**src/hdl/fbfl_pkg.sv**
```systemverilog
// package: types, codes and constants of the fixed block free list allocator
`timescale 1ns / 1ps

package fbfl_pkg;

    localparam int MAX_BLOCKS = 64;
    localparam int IDX_W      = 6;
    localparam int CNT_W      = 7;
    localparam int ADDR_W     = 32;
    localparam int SIZE_W     = 16;
    localparam int CFG_W      = 32;
    localparam int CFG_IDX_W  = 2;
    localparam int IN_W       = 8;
    localparam int OUT_W      = 40;

    typedef enum logic [1:0] {
        ACT_INIT = 2'd0,
        ACT_GET  = 2'd1,
        ACT_FREE = 2'd2,
        ACT_NOP  = 2'd3
    } action_t;

    typedef enum logic [1:0] {
        ST_OK     = 2'd0,
        ST_EMPTY  = 2'd1,
        ST_DOUBLE = 2'd2,
        ST_RANGE  = 2'd3
    } status_t;

    typedef enum logic [CFG_IDX_W-1:0] {
        CFG_BASE_ADDRESS = 2'd0,
        CFG_BLOCK_SIZE   = 2'd1,
        CFG_BLOCK_COUNT  = 2'd2,
        CFG_UNUSED       = 2'd3
    } cfg_reg_t;

endpackage

```
**src/hdl/fbfl_ram.sv**
```systemverilog
// generic single write port ram with registered read
`timescale 1ns / 1ps

module fbfl_ram #(
    parameter int WIDTH = 8,
    parameter int DEPTH = 64
) (
    input  logic                     clk,
    input  logic                     we,
    input  logic [$clog2(DEPTH)-1:0] waddr,
    input  logic [WIDTH-1:0]         wdata,
    input  logic [$clog2(DEPTH)-1:0] raddr,
    output logic [WIDTH-1:0]         rdata
);

    logic [WIDTH-1:0] mem [DEPTH];

    always_ff @(posedge clk)
    begin
        if (we)
        begin
            mem[waddr] <= wdata;
        end
        rdata <= mem[raddr];
    end

endmodule

```
**src/hdl/fixed_block_free_list_allocator.sv**
```systemverilog
// top level: fixed size block pool with a last-in first-out free list
//
//   channel   | direction | tdata fields (lowest bit up)
//   s_axis    | in        | action[1:0], block_index[7:2]
//   m_axis    | out       | status[1:0], granted_index[7:2], granted_address[39:8]
//   cfg       | in        | cfg_index selects base address, block bytes, block count
//
// one transaction per cycle; each request is decided in the cycle it is accepted
// and its result sits in the output register from the next cycle on
// the top of the freed stack lives in a register, the rest in a ram whose registered
// read is addressed from the next depth, with a bypass for a same-address write
// a stall on m_axis holds s_axis only while the output register is full
// reset empties the pool and restores the register defaults, no clearing pass
`timescale 1ns / 1ps

module fixed_block_free_list_allocator
    import fbfl_pkg::*;
(
    input  logic                 clk,
    input  logic                 rst_n,
    input  logic                 cfg_we,
    input  logic [CFG_IDX_W-1:0] cfg_index,
    input  logic [CFG_W-1:0]     cfg_data,
    input  logic                 s_axis_tvalid,
    output logic                 s_axis_tready,
    input  logic [IN_W-1:0]      s_axis_tdata,   // action, block_index
    output logic                 m_axis_tvalid,
    input  logic                 m_axis_tready,
    output logic [OUT_W-1:0]     m_axis_tdata    // status, granted_index, granted_address
);

    logic [ADDR_W-1:0]     base_reg;
    logic [SIZE_W-1:0]     size_reg;
    logic [CNT_W-1:0]      count_reg;

    logic [CNT_W-1:0]      depth_reg, depth_next;
    logic [CNT_W-1:0]      untouched_reg, untouched_next;
    logic [MAX_BLOCKS-1:0] marks_reg, marks_next;
    logic [IDX_W-1:0]      tos_reg, tos_next;
    logic                  byp_reg, byp_next;
    logic [IDX_W-1:0]      byp_data_reg;

    logic                  out_valid_reg;
    logic [OUT_W-1:0]      out_data_reg, out_data_next;

    logic                  accept;
    action_t               act;
    logic [IDX_W-1:0]      bidx;
    logic [CNT_W-1:0]      limit;
    logic [IDX_W-1:0]      second;
    logic [IDX_W-1:0]      rd_data;

    logic                  we;
    logic [CNT_W-1:0]      waddr_full;
    logic [IDX_W-1:0]      waddr;
    logic [CNT_W-1:0]      raddr_full;
    logic [IDX_W-1:0]      raddr;

    status_t               status;
    logic                  grant;
    logic [IDX_W-1:0]      gidx;
    logic [CNT_W-1:0]      untouched_dec;
    logic [21:0]           prod;
    logic [ADDR_W-1:0]     gaddr;

    assign s_axis_tready = !out_valid_reg || m_axis_tready;
    assign accept        = s_axis_tvalid && s_axis_tready;
    assign act           = action_t'(s_axis_tdata[1:0]);
    assign bidx          = s_axis_tdata[7:2];
    assign m_axis_tvalid = out_valid_reg;
    assign m_axis_tdata  = out_data_reg;

    assign limit      = (count_reg > CNT_W'(MAX_BLOCKS)) ? CNT_W'(MAX_BLOCKS) : count_reg;
    assign second     = byp_reg ? byp_data_reg : rd_data;
    assign waddr_full = depth_reg - CNT_W'(1);
    assign waddr      = waddr_full[IDX_W-1:0];
    assign untouched_dec = untouched_reg - CNT_W'(1);

    always_comb
    begin
        depth_next     = depth_reg;
        untouched_next = untouched_reg;
        marks_next     = marks_reg;
        tos_next       = tos_reg;
        we             = 1'b0;
        status         = ST_OK;
        grant          = 1'b0;
        gidx           = '0;
        if (accept)
        begin
            unique case (act)
                ACT_INIT:
                begin
                    for (int i = 0; i < MAX_BLOCKS; i++)
                    begin
                        marks_next[i] = (CNT_W'(i) < limit);
                    end
                    depth_next     = '0;
                    untouched_next = limit;
                end
                ACT_GET:
                begin
                    if (depth_reg != '0)
                    begin
                        grant      = 1'b1;
                        gidx       = tos_reg;
                        depth_next = waddr_full;
                        tos_next   = second;
                        marks_next[tos_reg] = 1'b0;
                    end
                    else if (untouched_reg != '0)
                    begin
                        grant          = 1'b1;
                        gidx           = untouched_dec[IDX_W-1:0];
                        untouched_next = untouched_dec;
                        marks_next[untouched_dec[IDX_W-1:0]] = 1'b0;
                    end
                    else
                    begin
                        status = ST_EMPTY;
                    end
                end
                ACT_FREE:
                begin
                    if ({1'b0, bidx} >= limit)
                    begin
                        status = ST_RANGE;
                    end
                    else if (marks_reg[bidx])
                    begin
                        status = ST_DOUBLE;
                    end
                    else if (depth_reg < CNT_W'(MAX_BLOCKS))
                    begin
                        we               = (depth_reg != '0);
                        tos_next         = bidx;
                        depth_next       = depth_reg + CNT_W'(1);
                        marks_next[bidx] = 1'b1;
                    end
                end
                ACT_NOP:
                begin
                end
                default:
                begin
                end
            endcase
        end
    end

    // ram read runs at the next depth so the entry below the top is ready
    assign raddr_full = depth_next - CNT_W'(2);
    assign raddr      = raddr_full[IDX_W-1:0];
    assign byp_next   = we && (waddr == raddr);

    assign prod  = {{(22-IDX_W){1'b0}}, gidx} * {{(22-SIZE_W){1'b0}}, size_reg};
    assign gaddr = grant ? (base_reg + {{(ADDR_W-22){1'b0}}, prod}) : '0;
    assign out_data_next = {gaddr, gidx, status};

    fbfl_ram #(
        .WIDTH (IDX_W),
        .DEPTH (MAX_BLOCKS)
    ) u_stack_ram (
        .clk   (clk),
        .we    (we),
        .waddr (waddr),
        .wdata (tos_reg),
        .raddr (raddr),
        .rdata (rd_data)
    );

    always_ff @(posedge clk or negedge rst_n)
    begin
        if (!rst_n)
        begin
            base_reg  <= '0;
            size_reg  <= SIZE_W'(8);
            count_reg <= '0;
        end
        else if (cfg_we)
        begin
            unique case (cfg_reg_t'(cfg_index))
                CFG_BASE_ADDRESS: base_reg  <= cfg_data[ADDR_W-1:0];
                CFG_BLOCK_SIZE:   size_reg  <= cfg_data[SIZE_W-1:0];
                CFG_BLOCK_COUNT:  count_reg <= cfg_data[CNT_W-1:0];
                CFG_UNUSED:       ;
                default:          ;
            endcase
        end
    end

    always_ff @(posedge clk or negedge rst_n)
    begin
        if (!rst_n)
        begin
            depth_reg     <= '0;
            untouched_reg <= '0;
            marks_reg     <= '0;
            byp_reg       <= 1'b0;
            out_valid_reg <= 1'b0;
        end
        else
        begin
            depth_reg     <= depth_next;
            untouched_reg <= untouched_next;
            marks_reg     <= marks_next;
            byp_reg       <= byp_next;
            if (accept)
            begin
                out_valid_reg <= 1'b1;
            end
            else if (m_axis_tready)
            begin
                out_valid_reg <= 1'b0;
            end
        end
    end

    always_ff @(posedge clk)
    begin
        tos_reg      <= tos_next;
        byp_data_reg <= tos_reg;
        if (accept)
        begin
            out_data_reg <= out_data_next;
        end
    end

endmodule

```
**config.mk**
```make
export PLATFORM = sky130hd
export DESIGN_NAME = fixed_block_free_list_allocator
export DESIGN_NICKNAME = d
export VERILOG_FILES = /design/src/hdl/fbfl_pkg.sv /design/src/hdl/fbfl_ram.sv /design/src/hdl/fixed_block_free_list_allocator.sv
export SDC_FILE = /design/constraint.sdc
export NUM_CORES = 1
export LEC_CHECK = 0
export BUFFER_PORTS_ARGS = -buffer_cell sky130_fd_sc_hd__buf_2
export CELL_PAD_IN_SITES_DETAIL_PLACEMENT = 1
export CELL_PAD_IN_SITES_GLOBAL_PLACEMENT = 2
export CORE_MARGIN = 3
export CORE_UTILIZATION = 44
export DETAILED_ROUTE_END_ITERATION = 6
export GPL_TIMING_DRIVEN = 0
export HOLD_SLACK_MARGIN = 0.15
export PLACE_DENSITY_LB_ADDON = 0.1
export SLEW_MARGIN = 20
export SYNTH_ARGS = -nofsm -noshare
export SYNTH_HDL_FRONTEND = slang
export SYNTH_SLANG_ARGS = --single-unit
```
**constraint.sdc**
```tcl
create_clock -name clk -period 10.4 [get_ports clk]
set_input_delay 2.08 -clock clk [delete_from_list [all_inputs] [get_ports clk]]
set_output_delay 2.08 -clock clk [all_outputs]
set_load 0.05 [all_outputs]
```
-- After elaboration in Yosys (flattened, before gate mapping)
Memory sizes are Yosys's and may differ from the RTL's. A register that Yosys moved wholly into a read port is not among the register bits.
Cells that the tools add are included.
- add/subtract/negate cells: 5
- multipliers: 1
- $lt $le $gt $ge: 73
- eq/ne operators: 12
- muxes and demuxes: 52
- bitwise logic cells: 5
- reduce and logical (&&, ||, !) cells: 21
- operator list (operator ; count):
    64-bit 2-to-1 mux ; 5
    6-bit by 7-bit less-than comparator with 1-bit output (first input constant) ; 32
    64-bit one-hot mux with 3 select lines ; 1
    64-bit bitwise AND ; 2
    64-bit NOT ; 2
    5-bit by 7-bit less-than comparator with 1-bit output (first input constant) ; 16
    64-bit OR ; 1
    4-bit by 7-bit less-than comparator with 1-bit output (first input constant) ; 8
    7-bit 2-to-1 mux ; 8
    6-bit 2-to-1 mux ; 9
    32-bit by 22-bit adder with 32-bit output ; 1
    3-bit by 7-bit less-than comparator with 1-bit output (first input constant) ; 4
    6-bit by 16-bit multiplier with 22-bit output ; 1
    6-bit by 7-bit less-than comparator with 1-bit output (second input constant) ; 3
    7-bit one-hot mux with 3 select lines ; 1
    1-bit 2-to-1 mux ; 19
    1-bit demux with 6-bit select ; 3
    6-bit by 1-bit >= comparator with 1-bit output (second input constant) ; 3
    1-bit by 7-bit less-than comparator with 1-bit output (first input constant) ; 2
    2-bit by 7-bit less-than comparator with 1-bit output (first input constant) ; 2
    7-bit one-hot mux with 2 select lines ; 1
    7-bit nonzero test ; 2
    7-bit by 1-bit subtractor with 7-bit output (second input constant) ; 2
    2-bit inequality test (second input constant) ; 6
    other kinds (22) ; 35
- register bits after elaboration: 187
- memory bits (writable): 384
- input port bits: 47
- output and inout port bits: 42
- word-level logic and storage cells: 182
- memories kept: 1
- memories (name ; depth ; bits a word ; rd ports ; clocked after Yosys merged registers in ; write ports ; RTL line ; text):
    u_stack_ram.mem ; 64 ; 6 ; 1 ; 1 ; 1 ; fbfl_ram.sv:16 ; logic [WIDTH-1:0] mem [DEPTH];

-- Logic depth before layout (Yosys ltp)
- depth in word-level cells: 10
- mapped depth: 30
- mapped depth without buffers: 28

-- By module
A second synthesis with hierarchy kept.
- cell total of the unflattened synthesis: 2437
- area, all modules: 30182.7 µm²
- by module, submodules not included (module ; instances ; cells an instance ; area an instance (µm²) ; sequential area each (µm²)):
    fbfl_ram ; 1 ; 720 ; 15225.9 ; 11651.2
    fixed_block_free_list_allocator ; 1 ; 1717 ; 14956.8 ; 4880.9

-- Worst setup path after synthesis
No wires, ideal clock.
- path type: in2reg
- from: in s_axis_tdata[1]
- to: reg out_data_reg[39], in the netlist m_axis_tdata[39] (data pin)
- setup time: 277 ps
- data arrival time: 8413 ps
- required time: 10123 ps
- setup slack: 1710 ps
- stages on the path: 26
- buffers on the path: 2
- path through: inv_1 -> ha_1 -> clkbuf_1 -> and3_1 -> a22oi_1 -> nor2_1 -> clkbuf_1 -> and2_1 -> fa_1 -> fa_1 -> fa_1 -> inv_1 -> fa_1 -> inv_1 -> ha_1 -> o21a_1 -> o21ai_0 -> nand2b_1 -> and3_1 -> a221o_1 -> a211oi_1 -> nor3_1 -> a2111oi_0 -> nor4_1 -> xnor2_1 -> nor2_1
- word-level cells in the longest chain between the ends: 5
- elaborated cells on any way between the ends: 7
- those cells by class: 1 x add/sub; 1 x mul; 1 x eq/ne; 4 x mux
- RTL lines (element ; RTL line ; text):
    start: declaration ; fixed_block_free_list_allocator.sv:26 ; input logic [IN_W-1:0] s_axis_tdata,
    2-bit by 1-bit == test with 1-bit output ; fixed_block_free_list_allocator.sv:91 ; unique case (act)
    6-bit 2-to-1 mux ; fixed_block_free_list_allocator.sv:91 ;
    6-bit 2-to-1 mux ; fixed_block_free_list_allocator.sv:89 ; if (accept)
    net gidx[5] ; fixed_block_free_list_allocator.sv:61 ; logic [IDX_W-1:0] gidx;
    6-bit by 16-bit multiplier with 22-bit output ; fixed_block_free_list_allocator.sv:156 ; assign prod = {{(22-IDX_W){1'b0}}, gidx} * {{(22-SIZE_W){1'b0}}, size_reg};
    32-bit by 22-bit adder with 32-bit output ; fixed_block_free_list_allocator.sv:157 ; assign gaddr = grant ? (base_reg + {{(ADDR_W-22){1'b0}}, prod}) : '0;
    end signal: assignment ; fixed_block_free_list_allocator.sv:225 ; out_data_reg <= out_data_next;
    end: declaration ; fixed_block_free_list_allocator.sv:44 ; logic [OUT_W-1:0] out_data_reg, out_data_next;
The timed path passes the listed nets, and every way through them passes these cells.
A chain may end at the register's enable or synchronous reset.

-- Worst setup path in the final report
- from: in s_axis_tdata[1]
- to: reg out_data_reg[35], in the netlist m_axis_tdata[35] (data pin)
The elaborated chain is that of the path after synthesis.

==> flow_summary.ini <==
[synth]
synth_top_family_by_area = multiplexers
netlist_instances = 2462
synth_cell_types = 86
synth_ff_type = edfxtp_1
synth_xor_area_frac = 0.0115
synth_compound_area_frac = 0.109
synthesis.area_um2 = 30400
synth_edf_count = 430
async_reset_ff_frac = 0.234
ys_ff_latch = 577
syn-num-nets = 2640
syn_avg_cell_area_um2 = 12.3
synth_simple_gate_area_frac = 0.111
synth_warnings = 0
muxShareOfSynthArea = 0.113
synth_fa_ha_area_frac = 0.0727
ys_seq_area_frac = 0.544

[timing]
finClkSkew_ns = 0.0214
slew_violations = 0
max_freq_ghz = 0.101
finalSetupViolCount = 0
worst_slew_pin_slew_ns = 1.20
rsz0062_at_grt = false
final.min_clock_period_ns = 9.95
hold_viol_final = 0
fin_crit_sh = 0.957
maxSlewHeadroom = 0.194

[place]
place_congestion = 0.937
place_hpwl_um = 73000
placed_cell_area_um2 = 32400
placed_cells = 3449
portBuffers = 87

[cts]
cts_root_buf = clkbuf_16
clock-sinks = 577
tritoncts = yes
h-tree-depth = 3
cts.path.max_buffers = 3
numCtsBuffers = 67
postCtsSetupRepairBufs = 0
clkSlewWorstSetupHoldPaths_ns = 0.06
clock_latency_ns = 0.63

[route]
firstDrtPassIters = 6
avgRoutedWirePerCell_um = 28.1
drc = 0
drt_iter0_drc = 1975
drt-total-wl_um = 100000
antenna_left = 0
vias = 21900
vias_per_cell = 6.14

[worst_setup_path]
critPathSlowestCell = nor2_1
crit_top_cell = inv_1
crit_path_end_kind = flop
critPathMaxStageDelay_ns = 0.62
cp.arrival_ns = 10.29
path_class = input port to flop
critPathRequiredTime_ns = 10.74
critical_path_peak_fanout = 10
start_kind = input port

[die]
fp.dieW_um = 269
num_rows = 95
initial_core_util = 0.448
dieArea_um2 = 72200
coreArea_um2 = 67800
die_h_um = 269
ios = 89

[pwr]
pwr_density_cell_nw_per_um2 = 254
vdd_drop_max_v = 0.000208
p_leak_uw = 0.0131

[run_status]
outcome = completed

[min_path]
hold_class = flop to flop

[global_routing]
grt_overflow = 0
antenna_found_initial = 2
grt_pass1_vias = 23000
grt_first_pass_wirelength_um = 149000
grt_max_degree = 85
track_usage = 0.281

[cells_and_area]
fin_nets = 2823
drive_above_1_share = 0.147
largest_reg_flops = 384
syn2layout_area_growth_pct = 14.0
final_cells = 3569
final_area_um2 = 34600

[run]
drv_cap = 0
[Yosys cell counts (7+ instances only)]
master       n  area [µm²]
nand2b_1    10        62.6
a31oi_1     10        62.6
nor2b_1     12        75.1
buf_2       19        95.1
o31ai_1     11        82.6
mux2i_1     99         991
nand2_1    206         773
mux2_2      35         394
xnor2_1     21         184
o32a_1       7        70.1
nor3b_1     12        90.1
o21ai_0    101         505
a22o_1       9        78.8
and3_1      20         125
and2_1      87         544
xor2_1      19         166
o22ai_1     51         319
nand3_1     39         195
o211ai_1    15         113
clkbuf_1   104         390
nor3_1      36         180
o2111ai_1   31         272
nor4_1      13        81.3
or3_1       20         125
a22oi_1     12        90.1
inv_1      148         556
nand3b_1    12        90.1
fa_1        76        1520
ha_1        55         688
mux4_2      89        2000
dfrtp_1    134        3350
nor2_1     196         736
buf_1        7        26.3
edfxtp_1   430       12900
dfxtp_1     12         240
or2_2        8        50.1
a21oi_1    139         696
a221oi_1    27         236
a21o_1      20         150
[per-stage QoR]
step / utilization / setup WS [ns] / power (µW) / hold slack (ns) / TNS, ns
finish: 0.511 / 0.450 / 8790 / 0.498 / 0
global route: 0.511 / 0.00453 / 9200 / 0.519 / 0
CTS: 0.510 / 0.550 / 8810 / 0.502 / 0
detailed placement: 0.478 / -0.0440 / 6420 / 0.490 / -0.119
global placement: 0.471 / -0.556 / 6310 / 0.484 / -2.67
floorplan: - / 1.71 / 5230 / 0.458 / 0
[power by group]
group	leakage (µW)	internal (µW)	switching [µW]
sequential	0.00563	2720	200
combinational	0.00637	1290	2190
clock	0.00108	1390	1000
total	0.0131	5390	3390
[critical path, delay by kind of cell]
family,cells,cell delay (ns)
AOI/OAI and AO/OA,7,2.48
buffers and inverters,8,1.62
adders and majority gates,6,2.44
and+or+nand+nor,6,1.45
xor gates and xnor gates,1,0.20
[placed cells by master, fill, tap and decap left out, types with 21 or more instances in the layout]
cell type and count:
edfxtp_1 430, nand2_1 206, nor2_1 193, inv_1 147
a21oi_1 139, dfrtp_1 134, clkbuf_1 116, buf_2 105
o21ai_0 100, mux2i_1 99, mux4_2 89, and2_1 87
fa_1 76, clkbuf_16 70, ha_1 55, o22ai_1 51
nand3_1 39, mux2_2 35, nor3_1 32, o2111ai_1 31
a221oi_1 27, xnor2_1 21
[layout make-up]
type                    instances  area (µm²)
clock buffers                  84        1820
repair buffers                114         871
plain buffers                 137         588
well taps                     873        1090
multi-input cells            1598       12800
diodes                          1        2.50
inverters                     150         563
fillers                      6960       33100
clock inverters                35         390
flip-flops and latches        577       16500
[cell families (layout without fill, tap and decap cells)]
family | Yosys count | count (layout)
muxes | 225 | 225
DFF | 577 | 577
other | 0 | 1
and+or+nand+nor | 698 | 698
AOI/OAI and AO/OA | 504 | 504
xor gates and xnor gates | 40 | 40
adders and majority gates | 131 | 131
buffers and inverters | 287 | 520
[path summary, 6_finish.rpt]
check                                             start  slack [ns]  cells after the start                             end
setup / recovery                        s_axis_tdata[1]        0.45                     28  m_axis_tdata[35]$_SDFFCE_PN0P_
hold / removal                marks_reg[25]$_DFFE_PN0P_        0.50                      1       marks_reg[25]$_DFFE_PN0P_
hold reg to reg               marks_reg[25]$_DFFE_PN0P_        0.50                      1       marks_reg[25]$_DFFE_PN0P_
setup reg to reg           untouched_reg[0]$_DFFE_PN0P_        1.00                     29  m_axis_tdata[35]$_SDFFCE_PN0P_
min in group asynchronous                         rst_n        1.39                      1       marks_reg[19]$_DFFE_PN0P_
max in group asynchronous                         rst_n        8.15                      2        base_reg[26]$_DFFE_PN0P_
[per-layer routing]
layer,vias up,routed length (µm),global-route usage
met1,11300,42200,0.377
met4,0,4440,0.117
met3,257,6120,0.0454
met2,841,47600,0.458
met5,-,0,0
li1,9536,-,-
[timing repair]
item / 4_1_cts / 5_1_grt
setup endpoints to repair: 0 / 2
hold buffers: 0 / 0
resized for setup: 0 / 1
No activity file was read; power rests on OpenSTA's default activity.
